`src/rtl/pde_pkg.sv`:
```
// Shared types, constants and register map for the pulse-distance line encoder.
// No dependencies; imported by every module of the block.
package pde_pkg;

    localparam int DUR_W = 15;

    localparam int NUM_REGS = 7;
    localparam int CFG_IDX_W = $clog2(NUM_REGS);

    typedef enum logic [CFG_IDX_W-1:0] {
        REG_LEAD_LOW  = 3'd0,
        REG_LEAD_HIGH = 3'd1,
        REG_BIT_LOW   = 3'd2,
        REG_ONE_HIGH  = 3'd3,
        REG_ZERO_HIGH = 3'd4,
        REG_STOP      = 3'd5,
        REG_END       = 3'd6
    } reg_idx_t;

    localparam logic [DUR_W-1:0] RST_LEAD_LOW  = DUR_W'(1800);
    localparam logic [DUR_W-1:0] RST_LEAD_HIGH = DUR_W'(900);
    localparam logic [DUR_W-1:0] RST_BIT_LOW   = DUR_W'(100);
    localparam logic [DUR_W-1:0] RST_ONE_HIGH  = DUR_W'(300);
    localparam logic [DUR_W-1:0] RST_ZERO_HIGH = DUR_W'(100);
    localparam logic [DUR_W-1:0] RST_STOP      = DUR_W'(100);
    localparam logic [DUR_W-1:0] RST_END       = DUR_W'(200);

    typedef enum logic [2:0] {
        KIND_LEAD = 3'd0,
        KIND_ZERO = 3'd1,
        KIND_ONE  = 3'd2,
        KIND_STOP = 3'd3,
        KIND_END  = 3'd4
    } kind_t;

    // symbol sequence of one byte: lead, eight bits MSB first, stop, end
    localparam int STEP_W = 4;
    localparam logic [STEP_W-1:0] STEP_LEAD      = 4'd0;
    localparam logic [STEP_W-1:0] STEP_BIT_FIRST = 4'd1;
    localparam logic [STEP_W-1:0] STEP_BIT_LAST  = 4'd8;
    localparam logic [STEP_W-1:0] STEP_STOP      = 4'd9;
    localparam logic [STEP_W-1:0] STEP_END       = 4'd10;

    localparam int QDEPTH = 2;
    localparam int QPTR_W = $clog2(QDEPTH);

    typedef struct packed {
        logic [DUR_W-1:0] lead_low;
        logic [DUR_W-1:0] lead_high;
        logic [DUR_W-1:0] bit_low;
        logic [DUR_W-1:0] one_high;
        logic [DUR_W-1:0] zero_high;
        logic [DUR_W-1:0] stop;
        logic [DUR_W-1:0] fin;
    } cfg_t;

    typedef struct packed {
        logic [7:0]        data;
        logic [STEP_W-1:0] start_step;
        logic [STEP_W-1:0] final_step;
        logic              port;
    } item_t;

    typedef struct packed {
        logic  valid;
        logic  full;
        item_t item;
    } q_status_t;

endpackage

```
`src/rtl/pde_front.sv`:
```
// Front end: registers an accepted byte and classifies it into a symbol range.
// Depends on pde_pkg; feeds pde_queue.
module pde_front
    import pde_pkg::*;
(
    input  logic  clk,
    input  logic  rst_n,
    input  logic  push,
    output logic  full,
    input  logic  [7:0] data_byte,
    input  logic  first_byte,
    input  logic  last_byte,
    input  logic  port_select,
    input  logic  q_full,
    output logic  f_push,
    output item_t f_item
);

    logic  valid_reg;
    logic  valid_next;
    item_t item_reg;
    logic  accept;

    assign full   = valid_reg && q_full;
    assign accept = push && !full;
    assign f_push = valid_reg && !q_full;
    assign f_item = item_reg;

    always_comb
    begin
        valid_next = valid_reg;
        if (accept)
        begin
            valid_next = 1'b1;
        end
        else if (f_push)
        begin
            valid_next = 1'b0;
        end
    end

    always_ff @(posedge clk or negedge rst_n)
    begin
        if (!rst_n)
        begin
            valid_reg <= 1'b0;
        end
        else
        begin
            valid_reg <= valid_next;
        end
    end

    always_ff @(posedge clk)
    begin
        if (accept)
        begin
            item_reg.data       <= data_byte;
            item_reg.start_step <= first_byte ? STEP_LEAD : STEP_BIT_FIRST;
            item_reg.final_step <= last_byte ? STEP_END : STEP_BIT_LAST;
            item_reg.port       <= port_select;
        end
    end

endmodule

```
`src/rtl/pde_queue.sv`:
```
// Short item queue between the front end and the symbol sequencer.
// Depends on pde_pkg.
module pde_queue
    import pde_pkg::*;
(
    input  logic      clk,
    input  logic      rst_n,
    input  logic      wr,
    input  item_t     wr_item,
    input  logic      rd,
    output q_status_t status
);

    item_t             mem_reg [QDEPTH];
    logic [QPTR_W-1:0] wr_ptr_reg;
    logic [QPTR_W-1:0] wr_ptr_next;
    logic [QPTR_W-1:0] rd_ptr_reg;
    logic [QPTR_W-1:0] rd_ptr_next;
    logic [QPTR_W:0]   count_reg;
    logic [QPTR_W:0]   count_next;
    logic              do_wr;
    logic              do_rd;

    assign status.valid = (count_reg != '0);
    assign status.full  = (count_reg == (QPTR_W+1)'(QDEPTH));
    assign status.item  = mem_reg[rd_ptr_reg];

    assign do_wr = wr && !status.full;
    assign do_rd = rd && status.valid;

    always_comb
    begin
        wr_ptr_next = do_wr ? wr_ptr_reg + 1'b1 : wr_ptr_reg;
        rd_ptr_next = do_rd ? rd_ptr_reg + 1'b1 : rd_ptr_reg;
        count_next  = count_reg;
        if (do_wr && !do_rd)
        begin
            count_next = count_reg + 1'b1;
        end
        else if (do_rd && !do_wr)
        begin
            count_next = count_reg - 1'b1;
        end
    end

    always_ff @(posedge clk or negedge rst_n)
    begin
        if (!rst_n)
        begin
            wr_ptr_reg <= '0;
            rd_ptr_reg <= '0;
            count_reg  <= '0;
        end
        else
        begin
            wr_ptr_reg <= wr_ptr_next;
            rd_ptr_reg <= rd_ptr_next;
            count_reg  <= count_next;
        end
    end

    always_ff @(posedge clk)
    begin
        if (do_wr)
        begin
            mem_reg[wr_ptr_reg] <= wr_item;
        end
    end

endmodule

```
`src/rtl/pde_back.sv`:
```
// Back end: steps a byte's symbols into the result register, one symbol per cycle while
// it is free or being popped. Depends on pde_pkg; reads items from pde_queue.
module pde_back
    import pde_pkg::*;
(
    input  logic             clk,
    input  logic             rst_n,
    input  cfg_t             cfg,
    input  q_status_t        q_status,
    output logic             q_rd,
    input  logic             pop,
    output logic             empty,
    output logic [DUR_W-1:0] low_ticks,
    output logic [DUR_W-1:0] high_ticks,
    output logic [2:0]       symbol_kind,
    output logic             port,
    output logic             end_of_message
);

    logic              busy_reg;
    logic              busy_next;
    logic [STEP_W-1:0] step_reg;
    logic [STEP_W-1:0] step_next;
    item_t             item_reg;
    logic              out_valid_reg;
    logic              out_valid_next;
    logic [DUR_W-1:0]  out_low_reg;
    logic [DUR_W-1:0]  out_high_reg;
    kind_t             out_kind_reg;
    logic              out_port_reg;
    logic              out_eom_reg;

    logic              adv;
    logic              done;
    logic              load;
    logic [2:0]        bit_idx;
    logic [DUR_W-1:0]  sym_low;
    logic [DUR_W-1:0]  sym_high;
    kind_t             sym_kind;

    assign adv     = busy_reg && (!out_valid_reg || pop);
    assign done    = adv && (step_reg == item_reg.final_step);
    assign load    = q_status.valid && (!busy_reg || done);
    assign q_rd    = load;
    assign bit_idx = 3'(STEP_BIT_LAST - step_reg);

    always_comb
    begin
        case (step_reg)
            STEP_LEAD:
            begin
                sym_low  = cfg.lead_low;
                sym_high = cfg.lead_high;
                sym_kind = KIND_LEAD;
            end
            STEP_STOP:
            begin
                sym_low  = cfg.stop;
                sym_high = cfg.stop;
                sym_kind = KIND_STOP;
            end
            STEP_END:
            begin
                sym_low  = cfg.fin;
                sym_high = cfg.fin;
                sym_kind = KIND_END;
            end
            default:
            begin
                sym_low  = cfg.bit_low;
                sym_high = item_reg.data[bit_idx] ? cfg.one_high : cfg.zero_high;
                sym_kind = item_reg.data[bit_idx] ? KIND_ONE : KIND_ZERO;
            end
        endcase
    end

    always_comb
    begin
        busy_next = busy_reg;
        step_next = step_reg;
        if (load)
        begin
            busy_next = 1'b1;
            step_next = q_status.item.start_step;
        end
        else if (done)
        begin
            busy_next = 1'b0;
        end
        else if (adv)
        begin
            step_next = step_reg + 1'b1;
        end

        out_valid_next = out_valid_reg;
        if (adv)
        begin
            out_valid_next = 1'b1;
        end
        else if (pop)
        begin
            out_valid_next = 1'b0;
        end
    end

    always_ff @(posedge clk or negedge rst_n)
    begin
        if (!rst_n)
        begin
            busy_reg      <= 1'b0;
            step_reg      <= STEP_LEAD;
            out_valid_reg <= 1'b0;
        end
        else
        begin
            busy_reg      <= busy_next;
            step_reg      <= step_next;
            out_valid_reg <= out_valid_next;
        end
    end

    always_ff @(posedge clk)
    begin
        if (load)
        begin
            item_reg <= q_status.item;
        end
        if (adv)
        begin
            out_low_reg  <= sym_low;
            out_high_reg <= sym_high;
            out_kind_reg <= sym_kind;
            out_port_reg <= item_reg.port;
            out_eom_reg  <= (sym_kind == KIND_END);
        end
    end

    assign empty          = !out_valid_reg;
    assign low_ticks      = out_low_reg;
    assign high_ticks     = out_high_reg;
    assign symbol_kind    = out_kind_reg;
    assign port           = out_port_reg;
    assign end_of_message = out_eom_reg;

endmodule

```
`src/rtl/pulse_distance_line_encoder.sv`:
```
// Pulse-distance line encoder top level: duration registers, front end, item queue, sequencer.
// Depends on pde_pkg, pde_front, pde_queue, pde_back.
// Path: an accepted byte is registered in the front end, written to the item queue, then
// loaded by the sequencer. One symbol per cycle from the sequencer while pop keeps up; a byte
// gives 8 to 11 symbols (eight data symbols, plus lead-in and stop/end when flagged).
// Reset: asynchronous, active low; empties the queue and result register, durations to defaults.
module pulse_distance_line_encoder
    import pde_pkg::*;
(
    input  logic                 clk,
    input  logic                 rst_n,
    input  logic                 push,
    output logic                 full,
    input  logic [7:0]           data_byte,
    input  logic                 first_byte,
    input  logic                 last_byte,
    input  logic                 port_select,
    output logic                 empty,
    input  logic                 pop,
    output logic [DUR_W-1:0]     low_ticks,
    output logic [DUR_W-1:0]     high_ticks,
    output logic [2:0]           symbol_kind,
    output logic                 port,
    output logic                 end_of_message,
    input  logic                 cfg_valid,
    output logic                 cfg_ready,
    input  logic [CFG_IDX_W-1:0] cfg_index,
    input  logic [DUR_W-1:0]     cfg_data
);

    cfg_t      cfg_reg;
    cfg_t      cfg_next;
    logic      f_push;
    item_t     f_item;
    q_status_t q_status;
    logic      q_rd;

    assign cfg_ready = 1'b1;

    always_comb
    begin
        cfg_next = cfg_reg;
        if (cfg_valid)
        begin
            case (cfg_index)
                REG_LEAD_LOW:  cfg_next.lead_low  = cfg_data;
                REG_LEAD_HIGH: cfg_next.lead_high = cfg_data;
                REG_BIT_LOW:   cfg_next.bit_low   = cfg_data;
                REG_ONE_HIGH:  cfg_next.one_high  = cfg_data;
                REG_ZERO_HIGH: cfg_next.zero_high = cfg_data;
                REG_STOP:      cfg_next.stop      = cfg_data;
                REG_END:       cfg_next.fin       = cfg_data;
                default:       cfg_next = cfg_reg;
            endcase
        end
    end

    always_ff @(posedge clk or negedge rst_n)
    begin
        if (!rst_n)
        begin
            cfg_reg.lead_low  <= RST_LEAD_LOW;
            cfg_reg.lead_high <= RST_LEAD_HIGH;
            cfg_reg.bit_low   <= RST_BIT_LOW;
            cfg_reg.one_high  <= RST_ONE_HIGH;
            cfg_reg.zero_high <= RST_ZERO_HIGH;
            cfg_reg.stop      <= RST_STOP;
            cfg_reg.fin       <= RST_END;
        end
        else
        begin
            cfg_reg <= cfg_next;
        end
    end

    pde_front u_front (
        .clk         (clk),
        .rst_n       (rst_n),
        .push        (push),
        .full        (full),
        .data_byte   (data_byte),
        .first_byte  (first_byte),
        .last_byte   (last_byte),
        .port_select (port_select),
        .q_full      (q_status.full),
        .f_push      (f_push),
        .f_item      (f_item)
    );

    pde_queue u_queue (
        .clk     (clk),
        .rst_n   (rst_n),
        .wr      (f_push),
        .wr_item (f_item),
        .rd      (q_rd),
        .status  (q_status)
    );

    pde_back u_back (
        .clk            (clk),
        .rst_n          (rst_n),
        .cfg            (cfg_reg),
        .q_status       (q_status),
        .q_rd           (q_rd),
        .pop            (pop),
        .empty          (empty),
        .low_ticks      (low_ticks),
        .high_ticks     (high_ticks),
        .symbol_kind    (symbol_kind),
        .port           (port),
        .end_of_message (end_of_message)
    );

    a_no_write_when_full: assert property (@(posedge clk) disable iff (!rst_n)
        f_push |-> !q_status.full)
        else $error("queue written while full");

    a_no_read_when_empty: assert property (@(posedge clk) disable iff (!rst_n)
        q_rd |-> q_status.valid)
        else $error("queue read while empty");

    a_eom_on_end_only: assert property (@(posedge clk) disable iff (!rst_n)
        !empty |-> (end_of_message == (symbol_kind == KIND_END)))
        else $error("end of message flag on wrong symbol");

    a_kind_range: assert property (@(posedge clk) disable iff (!rst_n)
        !empty |-> (symbol_kind == KIND_LEAD || symbol_kind == KIND_ZERO
                    || symbol_kind == KIND_ONE || symbol_kind == KIND_STOP
                    || symbol_kind == KIND_END))
        else $error("symbol kind out of range");

endmodule

```
`config.mk`:
```
export PLATFORM = sky130hd
export DESIGN_NAME = pulse_distance_line_encoder
export DESIGN_NICKNAME = d
export VERILOG_FILES = /design/src/rtl/pde_pkg.sv /design/src/rtl/pde_front.sv /design/src/rtl/pde_queue.sv /design/src/rtl/pde_back.sv /design/src/rtl/pulse_distance_line_encoder.sv
export SDC_FILE = /design/constraint.sdc
export NUM_CORES = 1
export LEC_CHECK = 0
export BUFFER_PORTS_ARGS = -buffer_cell sky130_fd_sc_hd__buf_2
export CAP_MARGIN = 20
export CORE_ASPECT_RATIO = 1.75
export CORE_MARGIN = 3
export CORE_UTILIZATION = 45
export DETAILED_ROUTE_END_ITERATION = 12
export REMOVE_ABC_BUFFERS = 1
export SYNTH_ARGS = -nofsm -noshare
export SYNTH_HDL_FRONTEND = slang
export SYNTH_SLANG_ARGS = --single-unit
export TNS_END_PERCENT = 10
```
`constraint.sdc`:
```
create_clock -name clk -period 2.8 [get_ports clk]
set_clock_uncertainty 0.2 [all_clocks]
set_input_delay 0.14 -clock clk [delete_from_list [all_inputs] [get_ports clk]]
set_output_delay 0.14 -clock clk [all_outputs]
set_load 0.02 [all_outputs]
```
## Yosys cells after proc, flatten, opt, wreduce, memory -nomap -nowiden

Memory sizes are Yosys's and may differ from the RTL's.
Cells that the tools add are included.

| storage, ports and cells | value |
|---|---|
| flip-flop bits (word level) | 181 |
| bits in writable memories | 34 |
| output and inout bits | 38 |
| logic and storage cells | 102 |
| memories | 1 |

Memory list:

| memory | depth | bits a word | rd ports | clocked after memory_dff | write ports | RTL line | RTL |
|---|---|---|---|---|---|---|---|
| u_queue.mem_reg | 2 | 17 | 1 | 0 | 1 | pde_queue.sv:14 | `item_t mem_reg [QDEPTH];` |

| operators by class | value |
|---|---|
| $add $sub $neg | 6 |
| magnitude comparators | 1 |
| equality and inequality tests | 12 |
| muxes and demuxes | 22 |
| reduce and logical (&&, ||, !) cells | 34 |

Operators by type and width:

| operator | count |
|---|---|
| 15-bit one-hot mux with 3 select lines | 2 |
| 2-bit AND reduction | 8 |
| 15-bit 2-to-1 mux | 1 |
| 3-bit equality test (second input constant) | 4 |
| 4-bit 2-to-1 mux | 3 |
| 2-bit nonzero test | 6 |
| 1-bit logical AND | 10 |
| 1-bit 2-to-1 mux | 10 |
| 3-bit one-hot mux with 3 select lines | 1 |
| 4-bit equality test (second input constant) | 2 |
| 2-bit 2-to-1 mux | 4 |
| 3-bit by 2-bit equality test with 1-bit output (second input constant) | 2 |
| 1-bit logical NOT | 6 |
| 4-bit by 1-bit adder with 4-bit output (second input constant) | 1 |
| 4-bit equality test | 1 |
| 4-bit logical NOT | 1 |
| 3-bit by 4-bit less-than comparator with 1-bit output (second input constant) | 1 |
| 1-bit binary-select mux with 3-bit select | 1 |
| 3-bit by 1-bit equality test with 1-bit output (second input constant) | 1 |
| 3-bit logical NOT | 1 |
| 1-bit by 3-bit subtractor with 3-bit output (first input constant) | 1 |
| 1-bit adder (second input constant) | 2 |
| 2-bit by 1-bit adder with 2-bit output (second input constant) | 1 |
| 2-bit equality test (second input constant) | 1 |
| 3 further kinds | 4 |

## Longest topological paths before layout

| logic depth | value |
|---|---|
| depth after elaboration | 10 |
| gate-level depth with buffers | 9 |
| mapped depth without buffers | 8 |

## Modules after synthesis

A second synthesis with hierarchy kept.

| unflattened totals | value |
|---|---|
| cells, all modules | 571 |
| area, all modules | 8876.0 sq um |

Modules (own cells, without submodules):

| module | instances | cells each | area an instance (sq um) |
|---|---|---|---|
| pulse_distance_line_encoder | 1 | 233 | 4136.5 |
| pde_back | 1 | 241 | 2817.7 |
| pde_queue | 1 | 72 | 1477.7 |
| pde_front | 1 | 25 | 444.2 |

## Least setup slack after synthesis

Ideal clock, no wire load.

| timing path | value |
|---|---|
| path type | flip-flop to flip-flop |
| start point | reg u_back.step_reg[2] |
| end point | reg u_queue.count_reg[1] |
| library setup time | 79 ps |
| arrival | 2281 ps |
| required time | 2521 ps |
| slack | 240 ps |
| cell stages (with the launch flop) | 9 |
| buffers on the path | 1 |
| cells stage by stage | dfrtp_1 -> clkbuf_1 -> nand2b_1 -> or4b_1 -> a21oi_4 -> inv_1 -> ha_1 -> nor2_1 -> xor2_1 |

| on the way | value |
|---|---|
| word-level cells in the longest chain between the ends | 8 |
| elaborated cells on any way between the ends | 10 |
| classes of those cells | eq/ne: 1; mux: 1; reduce/logical: 8 |

RTL lines:

| item | RTL line | RTL |
|---|---|---|
| from (decl) | pde_back.sv:22 | `logic [STEP_W-1:0] step_reg;` |
| from (signal assigned) | pde_back.sv:117 | `step_reg <= step_next;` |
| 4-bit equality test (*) | pde_back.sv:42 | `assign done = adv && (step_reg == item_reg.final_step);` |
| 1-bit logical AND (*) | pde_back.sv:42 |  |
| 1-bit logical OR (*) | pde_back.sv:43 | `assign load = q_status.valid && (!busy_reg \|\| done);` |
| 1-bit logical AND (*) | pde_back.sv:43 |  |
| net q_rd | pulse_distance_line_encoder.sv:36 | `logic q_rd;` |
| 1-bit logical AND (*) | pde_queue.sv:29 | `assign do_rd = rd && status.valid;` |
| 1-bit logical NOT | pde_queue.sv:36 | `if (do_wr && !do_rd)` |
| 1-bit logical AND | pde_queue.sv:36 |  |
| 2-bit 2-to-1 mux / 2-bit nonzero test (equally long branches) | -- |  |
| to (signal assigned) | pde_queue.sv:58 | `count_reg <= count_next;` |
| to (decl) | pde_queue.sv:19 | `logic [QPTR_W:0] count_reg;` |

The timed path passes the listed nets; every way through them passes the cells marked *.
A chain may end at the register's enable or synchronous reset.

## Final worst setup path

| timing path | value |
|---|---|
| start point | reg u_back.step_reg[1] |
| end point | reg u_back.out_high_reg[1], in the netlist u_back.high_ticks[1] (data pin) |

| on the way | value |
|---|---|
| word-level cells in the longest chain between the ends | 5 |
| elaborated cells on any way between the ends | 8 |
| classes of those cells | add/sub: 1; eq/ne: 2; mux: 4; reduce/logical: 1 |

RTL lines:

| item | RTL line | RTL |
|---|---|---|
| 1-bit by 3-bit subtractor with 3-bit output | pde_back.sv:45 | `assign bit_idx = 3'(STEP_BIT_LAST - step_reg);` |
| 1-bit binary-select mux with 3-bit select | pde_back.sv:71 | `sym_high = item_reg.data[bit_idx] ? cfg.one_high : cfg.zero_high;` |
| 1-bit 2-to-1 mux (not written as such) | pde_back.sv:71 |  |
| 15-bit 2-to-1 mux | pde_back.sv:71 |  |
| 15-bit one-hot mux with 3 select lines (*) | pde_back.sv:49 | `case (step_reg)` |
| net u_back.sym_high[1] | pde_back.sv:38 | `logic [DUR_W-1:0] sym_high;` |
| to (signal assigned) | pde_back.sv:131 | `out_high_reg <= sym_high;` |
| to (decl) | pde_back.sv:28 | `logic [DUR_W-1:0] out_high_reg;` |

The timed path passes the listed nets; every way through them passes the cells marked *. The select of a mux whose other input is x is not followed.

==> out/qor.yml <==
pwr:
  power.density_nw_per_um2: 1020
  p_leak_nw: 3.96
  p_total_mw: 9.62
  ir_drop_v: 0.000610
placed_design:
  gp_congestion: 0.763
  pre_cts_ws_ns: 0.362
  dp_hpwl_mm: 10.2
  port_buffers: 70
  post_dp_cell_area_um2: 8520
sta:
  period_share_pct: 87.6
  fmax_mhz: 408
  rsz0062_at_grt: "no"
  fin_crit_ns: 2.45
  worst_slack_ns: 0.348
  hold_viol: 0
  setup_violations: 0
  max_slew_margin_pct: 35.3
  tightest_slew_ns: 0.971
  maxSlewViolCount: 0
cells_and_area:
  final_cell_area_um2: 9440
  antennaDiodeCount: 0
  layout-drive-gt1-share_pct: 37.9
  nets: 662
  regArea_um2: 5280
  syn2layout_area_growth_pct: 20.7
  fill_cells: 1430
  largest_reg_flops: 105
  final_util_pct: 55.4
  multiInputGateArea_um2: 2400
synthesis:
  synth_cells: 510
  ys_seq_area_share_pct: 67.5
  synth_top_cell_by_area: "edfxtp_1"
  synthDistinctLibCells: 45
  synth_top_area_share_pct: 30.0
  yosys_warnings: 0
  ys_ff_latch: 194
  syn_area_per_cell_um2: 15.3
  syn_area_um2: 7810
  async_flop_share_pct: 59.8
  synthTopCellsByArea: "edfxtp_1 30%, dfrtp_1 29%, mux2_2 13%"
  synthFlopType: "dfrtp_1"
  synth-edff-count: 78
detailed_routing:
  vias: 4496
  wl_met2_mm: 8.98
  drt_iter0_drc: 155
  via_per_inst: 5.21
  wire_per_inst_um: 18.6
  ant_nets: 0
  drc_errors: 0
  drt-met1-wl_mm: 6.24
  routed.top_layer: "met4"
  dr.pass1.iters: 4
  met3RoutedLength_um: 582
  wl_mm: 16.0
global_routing:
  grt_pass1_vias: 4796
  track_usage_pct: 17.8
  antenna_found_initial: 0
  grt_overflow: 0
  grt_max_degree: 53
  grt_pass1_wl_mm: 25.8
floorplan:
  start_util_pct: 45.9
  rows: 63
  die_w_um: 106
  core_area_um2: 17000
  die-area_um2: 19000
  pin_count: 72
  dieHeight_um: 180
status:
  status: "completed"
clock_tree:
  cts_inserted_buffers: 17
  clockBufferDepth: 2
  clk_latency_ns: 0.43
  clkSinkCount: 194
  cts_tree: "done"
  cts.clk_slew.worst_paths_ns: 0.07
  ctsResizeCount: 0
  ctsRootBufferMaster: "clkbuf_16"
  htree_levels: 4
  cts_setup_buffers: 0
worst_hold_path:
  hold_path.class: "input port to async pin"
worst_setup_path:
  critPathSlowestCell: "dfrtp_1"
  slowest_delay_ns: 0.45
  cp_max_fo: 16
  endpoint_kind: "register"
  worstPathArrival_ns: 2.43
  path_class: "register to register"
  critPathRequiredTime_ns: 2.78
  worstSetupStartpointType: "register"
  path_cells: "inv_1, ha_1, nor2_1, a211o_1, nor2b_1, buf_4, a221o_1"
run:
  drv_cap: 0
-- Yosys cell counts (all sizes together) (3+ instances only) --
master	count
mux2	115
dfrtp	92
edfxtp	78
nand2	61
dfstp	24
a221o	16
nand3	15
a22oi	14
clkbuf	14
buf	10
inv	9
nand2b	6
nor2	6
ha	5
xor2	5
nor3b	4
xnor2	4
and2	3
mux2i	3
nand4b	3
-- cells by family (layout without fill, tap and decap cells) --
logic type | Yosys count | in the layout | synth area share, %
mux | 120 | 120 | 17.6
other cells | 1 | 1 | 0.0480
compound gates | 38 | 38 | 4.24
xor+xnor | 9 | 9 | 1.01
buf+inv | 33 | 159 | 1.95
simple gates | 110 | 110 | 6.87
flops | 194 | 194 | 67.5
fa+ha+maj | 5 | 5 | 0.801
-- cells in the final DEF (no fill, tap or decap), types with 2 or more instances in the layout --
cell type      count
mux2_1            26
a221o_1           16
dfrtp_1           92
nor2_1             6
inv_6              3
or2_1              2
xor2_1             5
dlygate4sd3_1     29
clkbuf_16         17
nand2_1           61
inv_8              3
buf_4             17
mux2_2            89
nor3b_2            3
nand2b_1           6
edfxtp_1          78
dfstp_2           24
nand3_1           15
nand4b_1           3
inv_1              9
mux2i_1            3
ha_1               5
xnor2_1            4
nor3_2             2
and3b_1            2
clkinv_4           4
and2_1             2
buf_12             3
a22oi_1           14
buf_2             69
bufinv_16          3
and3_1             2
-- metrics by stage --
stage | setup TNS (ns) | hold WS (ns) | std cells
finish | 0 | 0.0542 | 863
CTS | 0 | 0.0555 | 863
detailed placement | 0 | -0.0191 | 802
floorplan | -7.33 | -0.356 | 486
global route | 0 | 0.0895 | 863
global placement | 0 | -0.0261 | 802
-- layout make-up --
type	instances	share of cell area, %
well taps	227	3.01
clock inverters	15	2.08
repair buffers	118	8.72
multi-input cells	283	25.4
inverters	9	0.358
flip-flops and latches	194	55.9
clock buffers	17	4.51
-- routing by layer --
metal | vias to the layer above | track usage (%)
li1 | 2087 | -
met1 | 2299 | 20.9
met2 | 98 | 31.6
met3 | 12 | 4.12
met4 | 0 | 6.22
met5 | - | 0
-- worst paths after layout --
kind	cells after the start	slack [ns]	startpoint	end
max reg2reg	7	0.35	u_back.step_reg[1]$_DFFE_PN0P_	u_back.high_ticks[1]$_DFFE_PP_
min in group clk	4	0.20	cfg_index[0]	cfg_reg[38]$_DFFE_PN0P_
min	2	0.05	rst_n	cfg_reg[67]$_DFFE_PN0P_
max in group asynchronous	3	1.54	rst_n	cfg_reg[20]$_DFFE_PN1P_
min reg2reg	0	0.23	u_back.item_reg[0]$_DFFE_PP_	u_back.port$_DFFE_PP_
max	7	0.35	u_back.step_reg[1]$_DFFE_PN0P_	u_back.high_ticks[1]$_DFFE_PP_
-- report_power, final --
part	switching, mW	total [mW]	internal [mW]
clock network	1.10	2.53	1.43
logic	1.54	2.74	1.20
registers	0.374	4.36	3.98
-- worst max-delay path: cells and delay by family, from the launching register on --
family                   cells  cell delay, ns
AO/OA/AOI/OAI                2            0.79
adder cells (fa/ha/maj)      1            0.20
buffers and inverters        2            0.32
flip-flops                   1            0.45
AND/OR/NAND/NOR              2            0.24
-- repair_timing --
| item | in CTS | in global routing |
|---|---|---|
| endpoints found under the hold margin | 207 | 0 |
| hold buffers | 29 | 0 |
| endpoints found under the setup margin | 0 | 0 |
Note: power is estimated with default switching activity, not from simulation.
